**src/oblivious_distribute_engine_assert.svh**
```systemverilog
// Assertion macros, sampled on clk and held off while rst_n is low.
`ifndef OBLIVIOUS_DISTRIBUTE_ENGINE_ASSERT_SVH
`define OBLIVIOUS_DISTRIBUTE_ENGINE_ASSERT_SVH

// Same-cycle implication.
`define ODE_ASSERT_IMPLY(name, ante, cons, msg) \
    name: assert property (@(posedge clk) disable iff (!rst_n) (ante) |-> (cons)) \
        else $error(msg);

// Next-cycle implication.
`define ODE_ASSERT_NEXT(name, ante, cons, msg) \
    name: assert property (@(posedge clk) disable iff (!rst_n) (ante) |=> (cons)) \
        else $error(msg);

`endif

```
**src/odist_pkg.sv**
```systemverilog
`timescale 1ns / 1ps

package odist_pkg;

    localparam int DEST_W         = 9;
    localparam int ROUTE_W        = DEST_W + 1;
    localparam int OUT_DEST_W     = 10;
    localparam int COUNT_W        = 10;
    localparam int PAYLOAD_PORT_W = 64;

    typedef enum logic [1:0] {
        STATUS_OK    = 2'd0,
        STATUS_FULL  = 2'd1,
        STATUS_RANGE = 2'd2
    } status_t;

    typedef enum logic {
        OP_LOAD = 1'b0,
        OP_READ = 1'b1
    } op_t;

    typedef enum logic [1:0] {
        ST_IDLE,
        ST_READ,
        ST_RUN
    } top_state_t;

    typedef enum logic [3:0] {
        SQ_IDLE,
        SQ_ANY,
        SQ_CNT,
        SQ_DEC,
        SQ_PUSH,
        SQ_SWRD,
        SQ_SWA,
        SQ_SWB,
        SQ_POP,
        SQ_P2
    } seq_state_t;

endpackage

```
**src/odist_seq.sv**
```systemverilog
`timescale 1ns / 1ps

module odist_seq #(
    parameter int MAX_ENTRIES   = 512,
    parameter int PAYLOAD_WIDTH = 64
) (
    input  logic                                         clk,
    input  logic                                         rst_n,
    input  logic                                         start,
    input  logic [$clog2(MAX_ENTRIES+1)-1:0]             total,
    input  logic [PAYLOAD_WIDTH+odist_pkg::ROUTE_W-1:0]  rd_a_data,
    input  logic [PAYLOAD_WIDTH+odist_pkg::ROUTE_W-1:0]  rd_b_data,
    output logic                                         done,
    output logic [$clog2(MAX_ENTRIES)-1:0]               rd_a_addr,
    output logic [$clog2(MAX_ENTRIES)-1:0]               rd_b_addr,
    output logic                                         wr_en,
    output logic [$clog2(MAX_ENTRIES)-1:0]               wr_addr,
    output logic [PAYLOAD_WIDTH+odist_pkg::ROUTE_W-1:0]  wr_data
);

    localparam int AW  = $clog2(MAX_ENTRIES);
    localparam int CW  = $clog2(MAX_ENTRIES + 1);
    localparam int DW  = odist_pkg::DEST_W;
    localparam int XW  = (CW > DW) ? CW : DW;
    localparam int EW  = PAYLOAD_WIDTH + odist_pkg::ROUTE_W;
    localparam int LW  = $clog2(AW + 1);
    localparam int SD  = AW + 2;
    localparam int SIW = $clog2(SD);
    localparam int SPW = $clog2(SD + 1);

    odist_pkg::seq_state_t state_reg, state_next;

    logic [SPW-1:0] sp_reg, sp_next;
    logic           pend_reg, pend_next;
    logic [CW-1:0]  any_n_reg, any_n_next;
    logic [CW-1:0]  total_reg, total_next;
    logic [CW-1:0]  p_reg, p_next;
    logic [LW-1:0]  kp_reg, kp_next;
    logic [CW-1:0]  t_start_reg, t_start_next;
    logic [CW-1:0]  t_off_reg, t_off_next;
    logic [LW-1:0]  t_k_reg, t_k_next;
    logic [CW-1:0]  a0_reg, a0_next;
    logic [CW-1:0]  dist_reg, dist_next;
    logic [CW-1:0]  len_reg, len_next;
    logic [CW-1:0]  idx_reg, idx_next;
    logic [CW-1:0]  lim_reg, lim_next;
    logic [CW-1:0]  thr_reg, thr_next;
    logic [CW-1:0]  m_reg, m_next;
    logic           xr_reg, xr_next;
    logic           any2_reg, any2_next;
    logic           phase_reg, phase_next;
    logic           cond_reg, cond_next;
    logic [EW-1:0]  hold_reg, hold_next;

    logic [CW-1:0] st_start_mem [SD];
    logic [CW-1:0] st_off_mem [SD];
    logic [LW-1:0] st_k_mem [SD];

    logic           push_en;
    logic [CW-1:0]  push_start;
    logic [CW-1:0]  push_off;
    logic [LW-1:0]  push_k;
    logic [SPW-1:0] sp_dec;

    logic [CW-1:0] nm1, p_any, q_any, q_dec, off_any;
    logic [LW-1:0] kp_any;
    logic [CW-1:0] n_pow, half, hmask, ohalf, ii;
    logic [CW:0]   sum_om;
    logic          c3;
    logic [CW-1:0] sum_a, sum_b;
    logic          pad_a, pad_b;
    logic [DW-1:0] dest_a, dest_b;
    logic [XW-1:0] eff_a;
    logic          below, sw_two, cond_now;

    // highest power of two strictly below the block size
    always_comb
    begin
        nm1    = any_n_reg - CW'(1);
        p_any  = '0;
        kp_any = '0;
        for (int j = 0; j < CW; j++)
        begin
            if (nm1[j])
            begin
                p_any  = CW'(1) << j;
                kp_any = LW'(j);
            end
        end
        q_any = any_n_reg - p_any;
    end

    always_comb
    begin
        q_dec   = any_n_reg - p_reg;
        off_any = (p_reg - q_dec + m_reg) & (p_reg - CW'(1));
        n_pow   = CW'(1) << t_k_reg;
        half    = n_pow >> 1;
        hmask   = half - CW'(1);
        ohalf   = t_off_reg & hmask;
        sum_om  = (CW+1)'(t_off_reg) + (CW+1)'(m_reg);
        c3      = (t_off_reg < half) ^ (((CW+1)'(ohalf) + (CW+1)'(m_reg)) < (CW+1)'(half));
        ii      = CW'(sum_om) & hmask;
        sum_a   = a0_reg + idx_reg;
        sum_b   = sum_a + dist_reg;
        pad_a   = rd_a_data[EW-1];
        pad_b   = rd_b_data[EW-1];
        dest_a  = rd_a_data[EW-2 -: DW];
        dest_b  = rd_b_data[EW-2 -: DW];
        // padding entries are bound to the slot just past the batch
        eff_a    = pad_a ? XW'(total_reg) : XW'(dest_a);
        below    = eff_a < XW'(lim_reg);
        sw_two   = (!pad_a && (dest_a != '0)) || (!pad_b && (dest_b == '0));
        cond_now = any2_reg ? sw_two : (xr_reg ^ (thr_reg <= idx_reg));
        sp_dec   = sp_reg - SPW'(1);
    end

    always_comb
    begin
        state_next = state_reg;
        case (state_reg)
            odist_pkg::SQ_IDLE:
            begin
                if (start)
                begin
                    state_next = odist_pkg::SQ_ANY;
                end
            end
            odist_pkg::SQ_ANY:
            begin
                if (any_n_reg <= CW'(1))
                begin
                    state_next = odist_pkg::SQ_IDLE;
                end
                else if (any_n_reg == CW'(2))
                begin
                    state_next = odist_pkg::SQ_SWRD;
                end
                else
                begin
                    state_next = odist_pkg::SQ_CNT;
                end
            end
            odist_pkg::SQ_CNT:
            begin
                if ((idx_reg >= len_reg) && !pend_reg)
                begin
                    state_next = odist_pkg::SQ_DEC;
                end
            end
            odist_pkg::SQ_DEC:
            begin
                if (phase_reg && (t_k_reg != LW'(1)))
                begin
                    state_next = odist_pkg::SQ_PUSH;
                end
                else
                begin
                    state_next = odist_pkg::SQ_SWRD;
                end
            end
            odist_pkg::SQ_PUSH: state_next = odist_pkg::SQ_SWRD;
            odist_pkg::SQ_SWRD: state_next = odist_pkg::SQ_SWA;
            odist_pkg::SQ_SWA:  state_next = odist_pkg::SQ_SWB;
            odist_pkg::SQ_SWB:
            begin
                if ((idx_reg + CW'(1)) == len_reg)
                begin
                    state_next = odist_pkg::SQ_POP;
                end
                else
                begin
                    state_next = odist_pkg::SQ_SWRD;
                end
            end
            odist_pkg::SQ_POP:
            begin
                if (sp_reg == '0)
                begin
                    state_next = odist_pkg::SQ_ANY;
                end
                else
                begin
                    state_next = odist_pkg::SQ_P2;
                end
            end
            odist_pkg::SQ_P2:
            begin
                if (t_k_reg == '0)
                begin
                    state_next = odist_pkg::SQ_POP;
                end
                else
                begin
                    state_next = odist_pkg::SQ_CNT;
                end
            end
            default: state_next = odist_pkg::SQ_IDLE;
        endcase
    end

    always_comb
    begin
        sp_next      = sp_reg;
        pend_next    = pend_reg;
        any_n_next   = any_n_reg;
        total_next   = total_reg;
        p_next       = p_reg;
        kp_next      = kp_reg;
        t_start_next = t_start_reg;
        t_off_next   = t_off_reg;
        t_k_next     = t_k_reg;
        a0_next      = a0_reg;
        dist_next    = dist_reg;
        len_next     = len_reg;
        idx_next     = idx_reg;
        lim_next     = lim_reg;
        thr_next     = thr_reg;
        m_next       = m_reg;
        xr_next      = xr_reg;
        any2_next    = any2_reg;
        phase_next   = phase_reg;
        cond_next    = cond_reg;
        hold_next    = hold_reg;
        push_en      = 1'b0;
        push_start   = '0;
        push_off     = '0;
        push_k       = '0;
        done         = 1'b0;
        rd_a_addr    = '0;
        rd_b_addr    = '0;
        wr_en        = 1'b0;
        wr_addr      = '0;
        wr_data      = '0;
        case (state_reg)
            odist_pkg::SQ_IDLE:
            begin
                if (start)
                begin
                    any_n_next = total;
                    total_next = total;
                    sp_next    = '0;
                end
            end
            odist_pkg::SQ_ANY:
            begin
                idx_next  = '0;
                a0_next   = '0;
                any2_next = 1'b0;
                if (any_n_reg <= CW'(1))
                begin
                    done = 1'b1;
                end
                else if (any_n_reg == CW'(2))
                begin
                    dist_next  = CW'(1);
                    len_next   = CW'(1);
                    any2_next  = 1'b1;
                    any_n_next = CW'(1);
                end
                else
                begin
                    p_next     = p_any;
                    kp_next    = kp_any;
                    len_next   = q_any;
                    lim_next   = q_any;
                    m_next     = '0;
                    phase_next = 1'b0;
                    pend_next  = 1'b0;
                end
            end
            odist_pkg::SQ_CNT:
            begin
                if (idx_reg < len_reg)
                begin
                    rd_a_addr = sum_a[AW-1:0];
                    idx_next  = idx_reg + CW'(1);
                    pend_next = 1'b1;
                end
                else
                begin
                    pend_next = 1'b0;
                end
                if (pend_reg && below)
                begin
                    m_next = m_reg + CW'(1);
                end
            end
            odist_pkg::SQ_DEC:
            begin
                idx_next  = '0;
                any2_next = 1'b0;
                if (!phase_reg)
                begin
                    push_en    = 1'b1;
                    push_start = q_dec;
                    push_off   = off_any;
                    push_k     = kp_reg;
                    a0_next    = '0;
                    dist_next  = p_reg;
                    len_next   = q_dec;
                    xr_next    = 1'b0;
                    thr_next   = m_reg;
                    any_n_next = q_dec;
                end
                else if (t_k_reg == LW'(1))
                begin
                    a0_next   = t_start_reg;
                    dist_next = CW'(1);
                    len_next  = CW'(1);
                    xr_next   = (m_reg == t_off_reg);
                    thr_next  = '1;
                end
                else
                begin
                    push_en    = 1'b1;
                    push_start = t_start_reg + half;
                    push_off   = ii;
                    push_k     = t_k_reg - LW'(1);
                    a0_next    = t_start_reg;
                    dist_next  = half;
                    len_next   = half;
                    xr_next    = c3;
                    thr_next   = ii;
                end
            end
            odist_pkg::SQ_PUSH:
            begin
                push_en    = 1'b1;
                push_start = t_start_reg;
                push_off   = ohalf;
                push_k     = t_k_reg - LW'(1);
            end
            odist_pkg::SQ_SWRD:
            begin
                rd_a_addr = sum_a[AW-1:0];
                rd_b_addr = sum_b[AW-1:0];
            end
            odist_pkg::SQ_SWA:
            begin
                cond_next = cond_now;
                hold_next = rd_a_data;
                wr_en     = cond_now;
                wr_addr   = sum_a[AW-1:0];
                wr_data   = rd_b_data;
            end
            odist_pkg::SQ_SWB:
            begin
                wr_en    = cond_reg;
                wr_addr  = sum_b[AW-1:0];
                wr_data  = hold_reg;
                idx_next = idx_reg + CW'(1);
            end
            odist_pkg::SQ_POP:
            begin
                if (sp_reg != '0)
                begin
                    t_start_next = st_start_mem[sp_dec[SIW-1:0]];
                    t_off_next   = st_off_mem[sp_dec[SIW-1:0]];
                    t_k_next     = st_k_mem[sp_dec[SIW-1:0]];
                    sp_next      = sp_dec;
                end
            end
            odist_pkg::SQ_P2:
            begin
                a0_next    = t_start_reg;
                len_next   = n_pow;
                lim_next   = t_start_reg + half;
                idx_next   = '0;
                m_next     = '0;
                phase_next = 1'b1;
                pend_next  = 1'b0;
                any2_next  = 1'b0;
            end
            default:
            begin
                sp_next = sp_reg;
            end
        endcase
        if (push_en)
        begin
            sp_next = sp_reg + SPW'(1);
        end
    end

    always_ff @(posedge clk or negedge rst_n)
    begin
        if (!rst_n)
        begin
            state_reg <= odist_pkg::SQ_IDLE;
            sp_reg    <= '0;
            pend_reg  <= 1'b0;
        end
        else
        begin
            state_reg <= state_next;
            sp_reg    <= sp_next;
            pend_reg  <= pend_next;
        end
    end

    always_ff @(posedge clk)
    begin
        any_n_reg   <= any_n_next;
        total_reg   <= total_next;
        p_reg       <= p_next;
        kp_reg      <= kp_next;
        t_start_reg <= t_start_next;
        t_off_reg   <= t_off_next;
        t_k_reg     <= t_k_next;
        a0_reg      <= a0_next;
        dist_reg    <= dist_next;
        len_reg     <= len_next;
        idx_reg     <= idx_next;
        lim_reg     <= lim_next;
        thr_reg     <= thr_next;
        m_reg       <= m_next;
        xr_reg      <= xr_next;
        any2_reg    <= any2_next;
        phase_reg   <= phase_next;
        cond_reg    <= cond_next;
        hold_reg    <= hold_next;
        if (push_en)
        begin
            st_start_mem[sp_reg[SIW-1:0]] <= push_start;
            st_off_mem[sp_reg[SIW-1:0]]   <= push_off;
            st_k_mem[sp_reg[SIW-1:0]]     <= push_k;
        end
    end

endmodule
```
**config.mk**
```make
export PLATFORM = sky130hd
export DESIGN_NAME = odist_seq
export DESIGN_NICKNAME = d
export VERILOG_FILES = /design/src/oblivious_distribute_engine_assert.svh /design/src/odist_pkg.sv /design/src/odist_seq.sv
export SDC_FILE = /design/constraint.sdc
export NUM_CORES = 1
export LEC_CHECK = 0
export ABC_CLOCK_PERIOD_IN_PS = 6300
export BUFFER_PORTS_ARGS = -buffer_cell sky130_fd_sc_hd__buf_2
export CAP_MARGIN = 40
export CORE_MARGIN = 5
export CORE_UTILIZATION = 40
export CTS_CLUSTER_DIAMETER = 200
export DETAILED_ROUTE_END_ITERATION = 7
export PLACE_DENSITY = 0.55
export SKIP_LAST_GASP = 1
export SYNTH_ARGS = -nofsm -noshare
export SYNTH_HDL_FRONTEND = slang
export SYNTH_SLANG_ARGS = --single-unit
```
**constraint.sdc**
```tcl
create_clock -name clk -period 6.3 [get_ports clk]
set_input_delay 0 -clock clk [delete_from_list [all_inputs] [get_ports clk]]
set_output_delay 0 -clock clk [all_outputs]
set_load 0.05 [all_outputs]
```
==> impl_metrics.csv, run 1 <==
group,metric,value,unit
run_status,status,"complete, no violations",
setup_path,r2r.worst_path.cells,21,
timing,fin_skew,0.0221,ns
clocking,tritoncts,"done",
power,leakagePower,11.8,nW
clocking,cts_sinks,477,
synth,syn-num-nets,2258,
place,io_buffers,263,
grt,maximum_number_of_pins_on_one_net_before_global_route_repair,78,
die,die_area,67300,sq um
setup_path,path_buf_inv,1,
die,chipHeight,259,microns
route,first_iter_violations,1212,
synth,synthesis.instances,1953,
clocking,clock_insertion_delay_worst_skew,0.61,ns
synth,post_synthesis_cell_area,24900,sq um
grt,grt.overflow.total,0,
clocking,ctsHtreeMaxLevel,2,
timing,unrepaired_setup_endpoints_after_global_routing,"false",
final_layout,fin_util,48.6,%
power,p_per_area,526,nW/um^2
final_layout,final_layout_size_suffix_gt1_share,19.7,%
route,wl_per_cell,23.4,microns
setup_path,timing_worst_setup_path_type,"reg -> reg",
final_layout,fillerInstances,5498,
setup_path,max_fo_critical_path,10,
setup_path,path_cells,"inv_1 -> ha_4 -> or3b_1 -> ha_1 -> xnor2_1 -> and2_1 -> ha_1 -> a21oi_1 -> nand2_1 -> maj3_2 -> maj3_2 -> maj3_2 -> maj3_1 -> xnor2_1 -> ha_1 -> a21o_1 -> a2111oi_1 -> nand2_1 -> or3_1 -> a31oi_1 -> a221oi_2",
power,ir_worst_vdd,238,uV
timing,timing.setup.tns,0,ns
setup_path,setup.worst_path.start_class,"flop",
setup_path,regToRegSetupSlack,0.45,ns
place,place.gp.congestion,0.939,
route,final_antenna_net_count,0,
grt,gr-usage-all-layers,21.8,%
final_layout,num-nets-final,2628,
synth,synth.ff_latch_count,477,
clocking,cts.reportedPaths.clkPinSlew,0.07,ns
power,power,0.0158,W
synth,ys_seq_area_share,57.4,%
clocking,max-clock-path-buffers,3,
clocking,clock_root_buffer,"sky130_fd_sc_hd__clkbuf_16",
timing,worst_slew_margin_rel,38.1,%
final_layout,final_cell_area,30000,sq um
clocking,cts_inserted_buffers,52,
grt,number_of_antenna_violations_at_the_first_check_in_global_routing,7,
synth,number_of_flops_mapped_to_enable_cells_by_yosys,468,
route,routed_wl,75100,microns
grt,grt_pass1_vias,17700,
timing,final_period_util,92.8,%
route,post-route-drc-count,0,
synth,ys_types,75,
min_path,hold_path_end,"hold_reg[26]",
min_path,critical_hold_path_startpoint,"rd_a_data[26]",
timing,hold_viol,0,
die,die_width,259,microns
final_layout,syn2layout_area_growth,20.6,%
flow_run,maxCapViolations,0,
setup_path,worstReg2RegEnd,"xr_reg",
synth,synthFlopType,"sky130_fd_sc_hd__edfxtp_1",
setup_path,reg2reg_from,"t_k_reg[1]",
die,core,61700,sq um
die,std_cell_rows,91,
synth,synth.yosys.warnings,0,
route,num_vias,17400,
min_path,holdPathStages,2,
timing,finalMaxSlewViolations,0,
die,initial_util,40.3,%
setup_path,endpoint_kind,"flop",
setup_path,required,6.64,ns
timing,fmax,171,MHz
clocking,postCtsSetupRepairBufs,0,
place,place_hpwl,54800,microns
place,dpl_cell_area,27400,sq um
setup_path,critical_path.slowest_cell,"sky130_fd_sc_hd__edfxtp_1",
grt,first_pass_grt_wire_length,111000,microns
die,top_ports,264,
route,drtPass1Iterations,6,
synth,postSynthAreaPerCell,12.7,sq um
synth,ys_async_sr_fraction,1.89,%
setup_path,critPathMaxStageDelay,0.45,ns
timing,setup_violations,0,
setup_path,critical_path_arrival,6.18,ns
timing,tightest_slew,0.915,ns
timing,fin_crit,5.85,ns
min_path,hp_class,"in -> reg",
route,route.detailed.vias_per_inst,5.44,
setup_path,cpLargestDelayFamily,"adder cells",
[cell type report]
type | instances | area (sq um) | share of cell area (%)
Sequential cell | 477 | 14300 | 47.6
Multi-Input combinational cell | 1277 | 9920 | 33.0
Timing Repair Buffer | 401 | 2590 | 8.62
Clock buffer | 61 | 1360 | 4.52
Tap cell | 837 | 1050 | 3.49
Inverter | 114 | 430 | 1.43
Clock inverter | 32 | 372 | 1.24
Antenna cell | 8 | 20.0 | 0.0667
[placed cells by master (no fill, tap or decap), types with 7 or more instances in the layout]
cell | Yosys | routed
sky130_fd_sc_hd__a21o_1 | 19 | 19
sky130_fd_sc_hd__a21oi_1 | 134 | 134
sky130_fd_sc_hd__a22o_1 | 84 | 84
sky130_fd_sc_hd__a22oi_1 | 7 | 7
sky130_fd_sc_hd__a31oi_1 | 9 | 9
sky130_fd_sc_hd__and2_1 | 24 | 24
sky130_fd_sc_hd__and3_1 | 18 | 18
sky130_fd_sc_hd__buf_2 | 3 | 267
sky130_fd_sc_hd__buf_4 | 0 | 43
sky130_fd_sc_hd__bufinv_16 | 0 | 8
sky130_fd_sc_hd__clkbuf_1 | 76 | 8
sky130_fd_sc_hd__clkbuf_16 | 0 | 53
sky130_fd_sc_hd__clkinv_1 | 2 | 12
sky130_fd_sc_hd__dfrtp_1 | 9 | 8
sky130_fd_sc_hd__diode_2 | 0 | 8
sky130_fd_sc_hd__dlygate4sd3_1 | 0 | 87
sky130_fd_sc_hd__edfxtp_1 | 468 | 468
sky130_fd_sc_hd__fa_1 | 16 | 16
sky130_fd_sc_hd__ha_1 | 128 | 126
sky130_fd_sc_hd__inv_1 | 111 | 111
sky130_fd_sc_hd__mux2_2 | 9 | 9
sky130_fd_sc_hd__mux2i_1 | 55 | 55
sky130_fd_sc_hd__mux4_2 | 48 | 48
sky130_fd_sc_hd__nand2_1 | 100 | 100
sky130_fd_sc_hd__nand2b_1 | 20 | 20
sky130_fd_sc_hd__nand3_1 | 35 | 35
sky130_fd_sc_hd__nand4_1 | 10 | 10
sky130_fd_sc_hd__nor2_1 | 168 | 167
sky130_fd_sc_hd__nor2b_1 | 28 | 28
sky130_fd_sc_hd__nor3_1 | 26 | 26
sky130_fd_sc_hd__nor4_1 | 7 | 7
sky130_fd_sc_hd__o21a_1 | 10 | 10
sky130_fd_sc_hd__o21ai_0 | 57 | 57
sky130_fd_sc_hd__o21bai_1 | 21 | 21
sky130_fd_sc_hd__o22ai_1 | 24 | 24
sky130_fd_sc_hd__o31ai_1 | 9 | 9
sky130_fd_sc_hd__or3_1 | 8 | 8
sky130_fd_sc_hd__xnor2_1 | 85 | 84
sky130_fd_sc_hd__xor2_1 | 26 | 25
[through the flow]
stage	setup slack, ns	instances	hold slack [ns]
finish	0.455	3207	0.115
CTS	0.306	3198	0.0730
global route	0.0514	3207	0.0969
detailed placement	0.325	3018	-0.102
global placement	0.422	3006	-0.107
floorplan	0.538	1953	-0.296
[logic make-up after synthesis]
kind of cell,count (synthesis),share of synthesized area [%]
DFF,477,57.4
and+or+nand+nor,467,8.89
AOI/OAI and AO/OA,436,11.8
buffers and inverters,199,3.02
adders and majority gates,150,7.98
xor gates and xnor gates,112,4.00
muxes,112,6.96
[worst max path at each step]
| stage | startpoint | endpoint | cells past startpoint |
|---|---|---|---|
| 6_report | t_k_reg[1] | xr_reg | 21 |
| 5_1_grt | t_k_reg[1] | xr_reg | 21 |
| 4_1_cts | t_k_reg[1] | xr_reg | 21 |
| 3_5_place_dp | t_k_reg[1] | xr_reg | 21 |
| 3_3_place_gp | t_k_reg[1] | xr_reg | 21 |
| 2_1_floorplan | t_k_reg[1] | xr_reg | 23 |
[what timing repair did]
action | in CTS | in global routing
gates resized for setup | 0 | 3
hold buffers | 87 | 0
setup endpoints to repair | 0 | 1
hold endpoints to repair | 105 | 0
[power breakdown]
| group | switching, W | total, W | internal [W] |
|---|---|---|---|
| registers | 0.000438 | 0.00475 | 0.00432 |
| logic | 0.00507 | 0.00790 | 0.00283 |
| clock network | 0.00126 | 0.00312 | 0.00186 |
| total | 0.00676 | 0.0158 | 0.00901 |
[per-layer routing]
layer	track usage, %	vias up	wire [microns]
li1	-	8144	-
met1	29.3	8650	32600
met2	36.2	525	35700
met3	3.67	130	4270
met4	7.12	0	2480
met5	0	-	0
[worst register-to-register path: stages, from the launching register on]
cell and delay [ns]:
sky130_fd_sc_hd__edfxtp_1 0.45, sky130_fd_sc_hd__inv_1 0.16, sky130_fd_sc_hd__ha_4 0.21, sky130_fd_sc_hd__or3b_1 0.38, sky130_fd_sc_hd__ha_1 0.31, sky130_fd_sc_hd__xnor2_1 0.17
sky130_fd_sc_hd__and2_1 0.18, sky130_fd_sc_hd__ha_1 0.33, sky130_fd_sc_hd__a21oi_1 0.16, sky130_fd_sc_hd__nand2_1 0.11, sky130_fd_sc_hd__maj3_2 0.31, sky130_fd_sc_hd__maj3_2 0.33
sky130_fd_sc_hd__maj3_2 0.31, sky130_fd_sc_hd__maj3_1 0.37, sky130_fd_sc_hd__xnor2_1 0.14, sky130_fd_sc_hd__ha_1 0.31, sky130_fd_sc_hd__a21o_1 0.19, sky130_fd_sc_hd__a2111oi_1 0.37
sky130_fd_sc_hd__nand2_1 0.12, sky130_fd_sc_hd__or3_1 0.34, sky130_fd_sc_hd__a31oi_1 0.23, sky130_fd_sc_hd__a221oi_2 0.09
[cells in the mapped netlist (48+ instances only)]
cell type                  instances  area [sq um]
sky130_fd_sc_hd__nand2_1         100           375
sky130_fd_sc_hd__clkbuf_1         76           285
sky130_fd_sc_hd__mux2i_1          55           551
sky130_fd_sc_hd__o21ai_0          57           285
sky130_fd_sc_hd__mux4_2           48          1080
sky130_fd_sc_hd__edfxtp_1        468         14100
sky130_fd_sc_hd__a22o_1           84           736
sky130_fd_sc_hd__nor2_1          168           631
sky130_fd_sc_hd__ha_1            128          1600
sky130_fd_sc_hd__inv_1           111           417
sky130_fd_sc_hd__a21oi_1         134           671
sky130_fd_sc_hd__xnor2_1          85           744
(Power assumes the default switching activity.)
==> inputs of run 2 (changes only) <==
- ABC_AREA: default -> 1
- REMOVE_ABC_BUFFERS: default -> 1
==> run 2 against run 1 <==
Synthesized cell count rose by 21%. Critical path type unchanged. Area after synthesis rose by 0.14%. Critical endpoint unchanged. Combinational power rose by 15%. Routed wire length rose by 4.6%. Fmax rose by 23%. Core utilization rose by 0.093 points. First-iteration DRC count rose by 36%. Power rose by 8.2%. Clock power fell by 6%. Global-route usage rose by 1.1 points.
==> impl_metrics.csv, run 2 <==
group,metric,value,unit
run_status,status,"complete, no violations",
synth,ys_types,57,
clocking,cts_sinks,477,
synth,synth.top_cell.area_share,56.4,%
timing,fmax,211,MHz
synth,post-synth-top-count-cell,"sky130_fd_sc_hd__edfxtp_1",
timing,finalMaxSlewViolations,0,
grt,use_met3,3.14,%
final_layout,fin_util,48.7,%
synth,ys_async_sr_fraction,1.89,%
die,die_width,260,microns
clocking,cts_resized,0,
clocking,tritoncts,"done",
grt,first_pass_grt_wire_length,118000,microns
timing,worst_slew_margin_rel,38.5,%
die,top_ports,264,
route,num_vias,19400,
power,switch_share,46.8,%
route,route.detailed.vias_per_inst,5.35,
route,final_antenna_net_count,0,
power,power.switching,0.00799,W
route,drtPass1Iterations,7,
synth,ys_seq_area_share,57.3,%
grt,number_of_antenna_violations_at_the_first_check_in_global_routing,6,
synth,synth.ff_latch_count,477,
final_layout,layout_commonest_cell,"sky130_fd_sc_hd__edfxtp_1",
final_layout,commonest_non_fill_non_tap_cells_in_the_layout,"sky130_fd_sc_hd__edfxtp_1, sky130_fd_sc_hd__nand2_1, sky130_fd_sc_hd__nor2_1, sky130_fd_sc_hd__buf_2, sky130_fd_sc_hd__inv_1",
power,power_report.internal_total,0.00908,W
clocking,clock_insertion_delay_worst_skew,0.62,ns
final_layout,syn2layout_area_growth,20.7,%
synth,synth.top_cells.by_count,"sky130_fd_sc_hd__edfxtp_1, sky130_fd_sc_hd__nand2_1, sky130_fd_sc_hd__nor2_1, sky130_fd_sc_hd__inv_1, sky130_fd_sc_hd__o21ai_0",
grt,groute.layer.met1.usage,31.0,%
setup_path,setup.worst_path.start_class,"flop",
synth,synthFlopType,"sky130_fd_sc_hd__edfxtp_1",
timing,fin_crit,4.74,ns
die,std_cell_rows,91,
grt,maximum_number_of_pins_on_one_net_before_global_route_repair,78,
timing,fin_skew,0.0416,ns
synth,postSynthAreaPerCell,10.6,sq um
power,p_per_area,568,nW/um^2
route,wl_per_cell,21.7,microns
clocking,hold_buffers,89,
route,routed_wl,78600,microns
die,core,61700,sq um
setup_path,critical_path.slowest_cell,"sky130_fd_sc_hd__edfxtp_1",
synth,post_synthesis_cell_area,24900,sq um
grt,busiest_layer,"met2",
clocking,max-clock-path-buffers,3,
synth,synthesis.instances,2362,
grt,grt_pass1_vias,19400,
die,die_area,67400,sq um
setup_path,critPathMaxStageDelay,0.45,ns
power,seq_power_share,29.5,%
die,chipHeight,260,microns
power,comb_power_share,53.3,%
grt,met2_track_utilization_from_global_routing,39.2,%
final_layout,num-nets-final,3042,
setup_path,timing_worst_setup_path_type,"reg -> reg",
setup_path,endpoint_kind,"flop",
min_path,hp_class,"in -> reg",
grt,grt.overflow.total,0,
synth,synth.yosys.warnings,0,
clocking,ctsHtreeMaxLevel,2,
flow_run,maxCapViolations,0,
timing,final_period_util,75.2,%
die,initial_util,40.4,%
synth,number_of_flops_mapped_to_enable_cells_by_yosys,468,
clocking,postCtsSetupRepairBufs,0,
setup_path,required,6.68,ns
clocking,cts.reportedPaths.clkPinSlew,0.06,ns
timing,unrepaired_setup_endpoints_after_global_routing,"false",
synth,dominant_cell_type_by_area_after_synthesis,"sky130_fd_sc_hd__edfxtp_1",
timing,setup_violations,0,
power,ir_worst_vdd,459,uV
route,first_iter_violations,1644,
route,post-route-drc-count,0,
place,io_buffers,263,
power,p_clk_share,17.2,%
place,place_hpwl,55300,microns
timing,tightest_slew,0.922,ns
setup_path,critical_path_arrival,5.11,ns
grt,gr-usage-all-layers,22.9,%
setup_path,max_fo_critical_path,5,
final_layout,final_layout_size_suffix_gt1_share,16.7,%
clocking,cts_inserted_buffers,52,
place,place.gp.congestion,0.946,
clocking,clock_root_buffer,"sky130_fd_sc_hd__clkbuf_16",
timing,timing.setup.tns,0,ns
power,leakagePower,12.3,nW
timing,hold_viol,0,
synth,ys_top_cells_by_area,"sky130_fd_sc_hd__edfxtp_1, sky130_fd_sc_hd__ha_1, sky130_fd_sc_hd__o21ai_0, sky130_fd_sc_hd__nand2_1, sky130_fd_sc_hd__nor2_1",
[run 2: changes by cell type in the layout (fill, tap and decap cells not counted), moves of 28 or more]
cell and delta:
sky130_fd_sc_hd__nand2_1 +197, sky130_fd_sc_hd__o21ai_0 +179, sky130_fd_sc_hd__inv_1 +144, sky130_fd_sc_hd__nor2_1 +103
sky130_fd_sc_hd__xnor2_1 -60, sky130_fd_sc_hd__mux2i_1 -52, sky130_fd_sc_hd__mux4_2 -48, sky130_fd_sc_hd__a21oi_1 -44
sky130_fd_sc_hd__o221ai_1 +32, sky130_fd_sc_hd__o211ai_1 +31, sky130_fd_sc_hd__nand3_1 +28, sky130_fd_sc_hd__nor2b_1 -28
[run 2: per-stage QoR]
step                      total power (W)  setup slack, ns  hold WS (ns)  cell area (sq um)  cells
after floorplan                    0.0112            -2.60        -0.296              24600   2274
after global placement             0.0139             1.22        -0.101              27400   3418
after detailed placement           0.0141             1.58       -0.0975              27500   3431
after CTS                          0.0172             1.58        0.0617              30100   3617
after global routing               0.0183             1.13        0.0793              30100   3622
final                              0.0171             1.56         0.103              30100   3623
[run 2: final cells by class]
class	instances	area (sq um)
multi-input combinational	1528	9380
timing repair buffer	409	2700
tap	837	1050
fill	5665	31600
inverter	269	1010
clock inverter	29	277
sequential	477	14300
antenna	6	15.0
clock buffer	68	1360
[run 2: cell families after synthesis]
group,after synthesis,synth area share (%)
AO/OA/AOI/OAI,557,13.8
XOR/XNOR,74,2.60
adder cells (fa/ha/maj),144,7.71
buffers and inverters,357,5.45
flip-flops,477,57.3
multiplexers,3,0.120
AND/OR/NAND/NOR,750,13.0
[run 2: per-layer routing]
metal	up-vias	routed length, microns
met2	646	38200
met4	2	1650
met5	-	18
met1	9432	34300
met3	119	4370
li1	9183	-
[run 2: worst paths after layout]
kind | start | to | slack, ns | cells past startpoint
worst max-delay path | t_k_reg[0] | xr_reg | 1.56 | 26
worst min-delay path | rd_a_data[61] | hold_reg[61] | 0.10 | 2
worst max register to register | t_k_reg[0] | xr_reg | 1.56 | 26
worst min register to register | pend_reg | pend_reg | 0.53 | 2
max in group asynchronous | rst_n | sp_reg[0] | 5.43 | 3
min in group asynchronous | rst_n | sp_reg[1] | 0.45 | 3
[run 2: power groups by stage]
stage	registers [W]	clock network [W]	logic (W)
2_1_floorplan	0.00498	0	0.00624
3_3_place_gp	0.00509	0	0.00880
3_5_place_dp	0.00510	0	0.00903
4_1_cts	0.00504	0.00301	0.00912
5_1_grt	0.00509	0.00316	0.0101
6_report	0.00503	0.00294	0.00910
[run 2: worst max-delay path: cells and delay by family, from the launching register on]
kind	cells	cell delay [ns]
simple gates	12	1.32
fa+ha+maj	4	1.18
compound gates	5	0.86
buf+inv	4	0.51
flops	1	0.45
xor+xnor	1	0.20
